### config.mk
export PLATFORM = sky130hd
export DESIGN_NAME = anagram_window_matcher
export DESIGN_NICKNAME = d
export VERILOG_FILES = /design/src/awm_pkg.sv /design/src/awm_ram.sv /design/src/awm_cell.sv /design/src/anagram_window_matcher.sv
export SDC_FILE = /design/constraint.sdc
export NUM_CORES = 2
export LEC_CHECK = 0
export BUFFER_PORTS_ARGS = -buffer_cell sky130_fd_sc_hd__buf_2
export CELL_PAD_IN_SITES_DETAIL_PLACEMENT = 1
export CELL_PAD_IN_SITES_GLOBAL_PLACEMENT = 1
export CORE_MARGIN = 5
export CORE_UTILIZATION = 57
export CTS_CLUSTER_DIAMETER = 40
export DETAILED_ROUTE_END_ITERATION = 6
export PLACE_DENSITY_LB_ADDON = 0.25
export SLEW_MARGIN = 20
export SYNTH_ARGS = -nofsm -noshare
export SYNTH_HDL_FRONTEND = slang
export SYNTH_SLANG_ARGS = --single-unit
export TNS_END_PERCENT = 5
### constraint.sdc
create_clock -name clk -period 13.7 [get_ports clk]
set_clock_uncertainty 0.1 [all_clocks]
set_input_delay 1.37 -clock clk [delete_from_list [all_inputs] [get_ports clk]]
set_output_delay 1.37 -clock clk [all_outputs]
set_load 0.01 [all_outputs]
### src/awm_pkg.sv
// ----------------------------------------------------------------------------
// awm_pkg: shared definitions for the anagram window matcher
// Request codes, field widths, parameter defaults and the per-letter lane
// control bundle.
// ----------------------------------------------------------------------------
package awm_pkg;

	// Field widths of the request and result channels.
	localparam int REQ_W    = 2;
	localparam int LETTER_W = 5;

	// Defaults for the top-level parameters.
	localparam int MAX_PATTERN_DEF = 64;
	localparam int ALPHABET_DEF    = 26;

	// Request codes; the fourth code is unused and changes nothing.
	localparam logic [REQ_W-1:0] REQ_CLEAR   = 2'd0;
	localparam logic [REQ_W-1:0] REQ_PATTERN = 2'd1;
	localparam logic [REQ_W-1:0] REQ_TEXT    = 2'd2;

	// Update controls for one letter's pair of counters.
	typedef struct packed {
		logic clr;
		logic pat_inc;
		logic win_inc;
		logic win_dec;
	} lane_ctl_t;

endpackage

### src/awm_ram.sv
// ----------------------------------------------------------------------------
// awm_ram: generic single-port-write, single-port-read RAM
// One write and one read per cycle; the read data is registered, and a read
// at the address being written returns the old contents.
// ----------------------------------------------------------------------------
module awm_ram #(
	parameter int WIDTH = 5,
	parameter int DEPTH = 64,
	localparam int AW = (DEPTH > 1) ? $clog2(DEPTH) : 1
) (
	input  logic             clk,
	input  logic             wr_en,
	input  logic [AW-1:0]    wr_addr,
	input  logic [WIDTH-1:0] wr_data,
	input  logic [AW-1:0]    rd_addr,
	output logic [WIDTH-1:0] rd_data
);

	logic [WIDTH-1:0] mem_q [DEPTH];

	// Write port and registered read port.
	always_ff @(posedge clk) begin
		if (wr_en) begin
			mem_q[wr_addr] <= wr_data;
		end
		rd_data <= mem_q[rd_addr];
	end

endmodule

### src/awm_cell.sv
// ----------------------------------------------------------------------------
// awm_cell: counters for one letter
// Holds the pattern count and the window count of a single letter and tells
// whether the two will be equal once this cycle's update is applied.
// ----------------------------------------------------------------------------
module awm_cell #(
	parameter int CW = 7
) (
	input  logic              clk,
	input  logic              arst_n,
	input  awm_pkg::lane_ctl_t ctl,
	output logic              eq_next
);

	import awm_pkg::*;

	logic [CW-1:0] pat_cnt_q;
	logic [CW-1:0] win_cnt_q;
	logic [CW-1:0] pat_cnt_d;
	logic [CW-1:0] win_cnt_d;
	logic          win_sub;

	// Next counts; the window count never drops below zero.
	always_comb begin
		win_sub = ctl.win_dec && (win_cnt_q != '0);
		if (ctl.clr) begin
			pat_cnt_d = '0;
			win_cnt_d = '0;
		end else begin
			pat_cnt_d = pat_cnt_q + CW'(ctl.pat_inc);
			win_cnt_d = win_cnt_q + CW'(ctl.win_inc) - CW'(win_sub);
		end
	end

	assign eq_next = (pat_cnt_d == win_cnt_d);

	// Count registers.
	always_ff @(posedge clk or negedge arst_n) begin
		if (!arst_n) begin
			pat_cnt_q <= '0;
			win_cnt_q <= '0;
		end else begin
			pat_cnt_q <= pat_cnt_d;
			win_cnt_q <= win_cnt_d;
		end
	end

endmodule

### src/anagram_window_matcher.sv
// ----------------------------------------------------------------------------
// anagram_window_matcher: sliding-window anagram search
// Counts pattern letters into one histogram and the last pattern-length text
// letters into another, and reports per request whether the two are equal.
// ----------------------------------------------------------------------------
//
// Channel   Direction  Handshake             Payload
// request   in         req_valid/req_stall   req_type, letter
// result    out        res_valid/res_stall   window_match, found, overflow
//
// Each request waits in the input register and yields its result in the output
// register; one request per cycle sustained while no result is stalled.
// The rate is set by the one read-modify-write of the letter lanes per request
// and the single read of the recent-letter RAM, prefetched for the next request.
// A stalled result holds the output register; the input register still takes
// a request while the result register is free or being emptied.
// After reset every count and flag is zero; the RAM needs no clearing pass.
//
module anagram_window_matcher #(
	parameter int MAX_PATTERN = awm_pkg::MAX_PATTERN_DEF,
	parameter int ALPHABET    = awm_pkg::ALPHABET_DEF
) (
	input  logic                        clk,
	input  logic                        arst_n,
	input  logic                        req_valid,
	output logic                        req_stall,
	input  logic [awm_pkg::REQ_W-1:0]    req_type,
	input  logic [awm_pkg::LETTER_W-1:0] letter,
	output logic                        res_valid,
	input  logic                        res_stall,
	output logic                        window_match,
	output logic                        found,
	output logic                        overflow
);

	import awm_pkg::*;

	localparam int CW = $clog2(MAX_PATTERN + 1);
	localparam int AW = (MAX_PATTERN > 1) ? $clog2(MAX_PATTERN) : 1;
	localparam int DW = CW + 1;

	// Input register.
	logic                valid_s1;
	logic [REQ_W-1:0]    type_s1;
	logic [LETTER_W-1:0] letter_s1;

	// Block state.
	logic [CW-1:0] plen_q;
	logic [CW-1:0] fill_q;
	logic [AW-1:0] ptr_q;
	logic          found_q;
	logic          ovf_q;
	logic [CW-1:0] plen_d;
	logic [CW-1:0] fill_d;
	logic [AW-1:0] ptr_d;
	logic          found_d;
	logic          ovf_d;

	// Ring read path and same-address bypass.
	logic [AW-1:0]       rd_addr;
	logic [LETTER_W-1:0] ram_rdata;
	logic                byp_q;
	logic [LETTER_W-1:0] byp_data_q;
	logic [LETTER_W-1:0] old_letter;
	logic [DW-1:0]       back_diff;

	// Decode.
	logic advance;
	logic load_s1;
	logic in_range;
	logic is_clr;
	logic pat_ok;
	logic pat_add;
	logic ovf_set;
	logic txt_ok;
	logic txt_act;
	logic leave;
	logic fill_inc;
	logic match_next;

	lane_ctl_t             lane_ctl [ALPHABET];
	logic [ALPHABET-1:0]   lane_eq;

	// Handshake: the input register moves on whenever the result register is
	// empty or its result is being taken.
	assign advance   = valid_s1 && (!res_valid || !res_stall);
	assign req_stall = valid_s1 && !advance;
	assign load_s1   = req_valid && !req_stall;

	always_ff @(posedge clk or negedge arst_n) begin
		if (!arst_n) begin
			valid_s1 <= 1'b0;
		end else if (load_s1) begin
			valid_s1 <= 1'b1;
		end else if (advance) begin
			valid_s1 <= 1'b0;
		end
	end

	always_ff @(posedge clk) begin
		if (load_s1) begin
			type_s1   <= req_type;
			letter_s1 <= letter;
		end
	end

	// Request decode for the item in the input register.
	always_comb begin
		in_range = (32'(letter_s1) < ALPHABET);
		is_clr   = advance && (type_s1 == REQ_CLEAR);
		pat_ok   = advance && (type_s1 == REQ_PATTERN) && in_range;
		pat_add  = pat_ok && (plen_q != CW'(MAX_PATTERN));
		ovf_set  = pat_ok && !pat_add;
		txt_ok   = advance && (type_s1 == REQ_TEXT) && in_range;
		txt_act  = txt_ok && (plen_q != '0);
		leave    = txt_act && (fill_q >= plen_q);
		fill_inc = txt_act && !leave;
	end

	// The letter leaving the window comes from the prefetched ring read.
	assign old_letter = byp_q ? byp_data_q : ram_rdata;

	// One lane per letter.
	for (genvar k = 0; k < ALPHABET; k++) begin : g_lane
		always_comb begin
			lane_ctl[k].clr     = is_clr;
			lane_ctl[k].pat_inc = pat_add && (32'(letter_s1) == k);
			lane_ctl[k].win_inc = txt_act && (32'(letter_s1) == k);
			lane_ctl[k].win_dec = leave && (32'(old_letter) == k);
		end

		awm_cell #(
			.CW (CW)
		) u_cell (
			.clk     (clk),
			.arst_n  (arst_n),
			.ctl     (lane_ctl[k]),
			.eq_next (lane_eq[k])
		);
	end

	assign match_next = &lane_eq;

	// Next state.
	always_comb begin
		if (is_clr) begin
			plen_d  = '0;
			fill_d  = '0;
			ptr_d   = '0;
			found_d = 1'b0;
			ovf_d   = 1'b0;
		end else begin
			plen_d  = plen_q + CW'(pat_add);
			fill_d  = fill_q + CW'(fill_inc);
			found_d = found_q || (txt_ok && match_next);
			ovf_d   = ovf_q || ovf_set;
			if (!txt_act) begin
				ptr_d = ptr_q;
			end else if (ptr_q == AW'(MAX_PATTERN - 1)) begin
				ptr_d = '0;
			end else begin
				ptr_d = ptr_q + 1'b1;
			end
		end
	end

	always_ff @(posedge clk or negedge arst_n) begin
		if (!arst_n) begin
			plen_q  <= '0;
			fill_q  <= '0;
			ptr_q   <= '0;
			found_q <= 1'b0;
			ovf_q   <= 1'b0;
		end else begin
			plen_q  <= plen_d;
			fill_q  <= fill_d;
			ptr_q   <= ptr_d;
			found_q <= found_d;
			ovf_q   <= ovf_d;
		end
	end

	// Prefetch address for the next request: the entry written pattern-length
	// letters before the next write position, wrapped into the ring.
	always_comb begin
		back_diff = DW'(ptr_d) - DW'(plen_d);
		if (back_diff[DW-1]) begin
			back_diff = back_diff + DW'(MAX_PATTERN);
		end
		rd_addr = AW'(back_diff);
	end

	awm_ram #(
		.WIDTH (LETTER_W),
		.DEPTH (MAX_PATTERN)
	) u_ring (
		.clk     (clk),
		.wr_en   (txt_act),
		.wr_addr (ptr_q),
		.wr_data (letter_s1),
		.rd_addr (rd_addr),
		.rd_data (ram_rdata)
	);

	// A read of the entry written in the same cycle takes the new letter.
	always_ff @(posedge clk or negedge arst_n) begin
		if (!arst_n) begin
			byp_q <= 1'b0;
		end else begin
			byp_q <= txt_act && (ptr_q == rd_addr);
		end
	end

	always_ff @(posedge clk) begin
		byp_data_q <= letter_s1;
	end

	// Result register.
	always_ff @(posedge clk or negedge arst_n) begin
		if (!arst_n) begin
			res_valid <= 1'b0;
		end else if (advance) begin
			res_valid <= 1'b1;
		end else if (!res_stall) begin
			res_valid <= 1'b0;
		end
	end

	always_ff @(posedge clk) begin
		if (advance) begin
			window_match <= match_next && !is_clr;
			found        <= found_d;
			overflow     <= ovf_d;
		end
	end

endmodule

==> impl_metrics.csv <==
group,metric,value,unit
die,core,67400,µm²
pwr,cellPowerDensity,272.6,nW/µm²
clocking,postCtsSetupRepairBufs,0,
outcome,status,"finished, final reports clean",
route,drt.antenna.violating_nets,0,
worst_hold_path,min_path_type,"register to register",
synthesis,yosys_warnings,0,
clocking,root_buffer,"clkbuf_16",
route,firstDrtPassIters,6,
synthesis,syn_nets,3593,
cells_and_area,drive_above_1_share,0.1118,
synthesis,async_reset_ff_frac,0.5336,
route,num_vias,27310,
synthesis,syn_inst,3252,
pwr,ir_drop,207.3,µV
cells_and_area,fin_cells,4309,
synthesis,synth_seq_area_share,0.5105,
route,vias_per_cell,6.339,
worst_setup_path,crit_type,"input port to register",
route,wl_per_cell,28.88,µm
clocking,clock_path_buffers,3,
clocking,postCtsHoldBufs,0,
clocking,cts_tree,"yes",
cells_and_area,num-nets-final,3673,
die,die-width,271.2,µm
clocking,ctsResizeCount,0,
worst_setup_path,cp-start-kind,"input port",
route,postRouteWirelength,124500,µm
cells_and_area,n_fill_cell,6546,
clocking,ctsHtreeMaxLevel,3,
worst_setup_path,critical_path_peak_fanout,13,
cells_and_area,final_util,0.6549,
cells_and_area,syn_to_final_growth,13.55,%
worst_setup_path,cp_data_required_time,14130,ps
die,die-area,73520,µm²
grt,grt_max_degree,148,
place,dpl.hpwl,84370,µm
timing,worstMarginPinSlew,1213,ps
die,io_pins,16,
synthesis,synth_ff_type,"dfrtp_1",
clocking,cts_buffers,117,
grt,antenna_found_initial,4,
clocking,cts.clk_slew.worst_paths,60,ps
grt,grt_pass1_vias,29850,
cells_and_area,layout_common_cells,"436 x nor2_1, 389 x dfrtp_1, 330 x edfxtp_1, 302 x ha_1, 252 x inv_1",
pwr,p_leak,19.01,nW
synthesis,synth_edf_count,330,
timing,whs,386.3,ps
grt,busiest_layer,"met2",
clocking,clock_sinks,729,
timing,fin_crit,8451,ps
worst_setup_path,end_kind,"register",
timing,max_freq,118.3,MHz
grt,grtUsageMet2,0.5411,
grt,grt_pass1_wl,188400,µm
synthesis,synth_area_per_cell,11.95,µm²
flow_run,maxCapViolations,0,
place,portBuffers,15,
pwr,total_power,12.03,mW
synthesis,syn_area,38870,µm²
route,drt_iter0_markers,2569,
place,dp.cells,4086,
place,gp_congestion,0.9598,
timing,final_hold_viol_count,0,
grt,grt.total_usage,0.3361,
die,rows,95,
worst_setup_path,critPathArrivalTime,8880,ps
route,drc,0,
timing,finalSetupViolations,0,
timing,rsz0062_at_grt,"no",
timing,period_share,0.6168,
grt,gr-usage-met3,0.08566,
timing,setup-tns-final,0,ps
synthesis,ys_seq_elements,729,
cells_and_area,layout_commonest_cell,"nor2_1",
grt,grt_use_met1,0.4393,
timing,slew-limit-headroom,0.1838,
synthesis,synth_cell_types,81,
grt,grt_remaining_overflow,0,
die,start_util,0.5768,
timing,final_max_slew_viol_count,0,
die,chipHeight,271.2,µm
clocking,clock_latency,680,ps
==> cell usage after synthesis, drive strengths merged, types with 7 or more instances <==
cell type	count	area (µm²)
xnor2	210	1854
o311a	7	70.07
mux4	100	2252
xnor3	7	157.7
o21a	7	52.55
fa	27	540.5
and3	24	150.1
edfxtp	330	9910
nand3b	9	67.56
nor3	18	90.09
a21o	31	232.7
o21ai	23	115.1
buf	18	73.82
nor2b	28	175.2
or3	9	56.30
nor4	26	177.7
inv	252	945.9
nand2	78	292.8
dfrtp	389	9734
clkbuf	66	247.7
o21bai	39	292.8
nand4	24	156.4
or2	7	43.80
nand2b	39	244.0
a21oi	97	485.5
and2	112	700.7
a211oi	33	247.7
dfxtp	10	200.2
nor4b	22	207.7
nand3	125	625.6
nor4bb	8	80.08
o22ai	12	75.07
xor2	233	2041
nor2	436	1637
ha	303	3791
==> worst max-delay path, cell delays in order <==
cell and delay (ps):
buf_2 110, a21boi_1 810, nand2_1 330, nor3_1 330, o21a_1 560, nand3_1 700
or2_2 640, nor3_1 270, ha_1 270, inv_1 70, ha_1 170, inv_1 60
fa_1 390, xor2_1 180, xor2_1 160, nor4_1 480, o311ai_1 170, a2111oi_0 560
nor4b_4 300, o2111a_1 240, nand4_1 170, nor4_1 330, o21a_1 180
==> metrics by stage <==
stage          setup slack [ps]  area [µm²]
3_3_place_gp               5502       40020
5_1_grt                    5242       44130
2_1_floorplan              7230       38870
3_5_place_dp               5144       40020
6_report                   5249       44140
4_1_cts                    5622       44110
==> kinds of logic (layout without fill, tap and decap cells) <==
family	Yosys count	count (layout)	synth area share
muxes	106	106	0.05948
DFF	729	729	0.5105
other	0	2	0
AOI/OAI and AO/OA	310	310	0.05430
xor gates and xnor gates	452	452	0.1055
adders and majority gates	330	330	0.1114
buffers and inverters	336	518	0.03260
and+or+nand+nor	989	989	0.1262
==> layout make-up <==
cell class	count	area, µm²	share of cell area
Antenna cell	2	5.005	0.0001134
Multi-Input combinational cell	2187	17840	0.4041
Inverter	252	945.9	0.02143
Sequential cell	729	19840	0.4496
Timing Repair Buffer	45	326.6	0.007398
Clock buffer	133	3122	0.07072
Clock inverter	88	967.2	0.02191
Tap cell	873	1092	0.02475
==> path summary, 6_finish.rpt <==
check,endpoint,depth (start not counted),startpoint,slack (ps)
setup / recovery,found$_DFFE_PP_,23,res_stall,5250
hold / removal,res_valid$_DFFE_PN0P_,1,valid_s1$_DFFE_PN0P_,390
setup reg to reg,found$_DFFE_PP_,22,res_valid$_DFFE_PN0P_,5600
hold reg to reg,res_valid$_DFFE_PN0P_,1,valid_s1$_DFFE_PN0P_,390
max in group asynchronous,g_lane[22].u_cell.pat_cnt_q[4]$_DFF_PN0_,3,arst_n,10730
min in group asynchronous,g_lane[7].u_cell.pat_cnt_q[5]$_DFF_PN0_,1,arst_n,620
==> registers in the layout, summed over array words and instances, names as in the netlist, 2 cells and up <==
register / cells
byp_data_q: 5
fill_q: 7
g_lane.u_cell.pat_cnt_q: 182
g_lane.u_cell.win_cnt_q: 182
letter_s1: 5
plen_q: 7
ptr_q: 6
type_s1: 2
u_ring.mem_q: 320
u_ring.rd_data: 5
==> where the power goes <==
part / total, mW / switching (mW) / internal, mW
Sequential: 2.78 / 0.204 / 2.57
Clock: 3.05 / 1.20 / 1.85
Combinational: 6.21 / 3.76 / 2.45
==> metal layers <==
metal	vias up	wire length, µm
li1	11560	-
met3	377	10440
met4	6	6125
met5	-	46
met2	1258	58510
met1	14120	49340
Note: power is estimated with default switching activity, not from simulation.
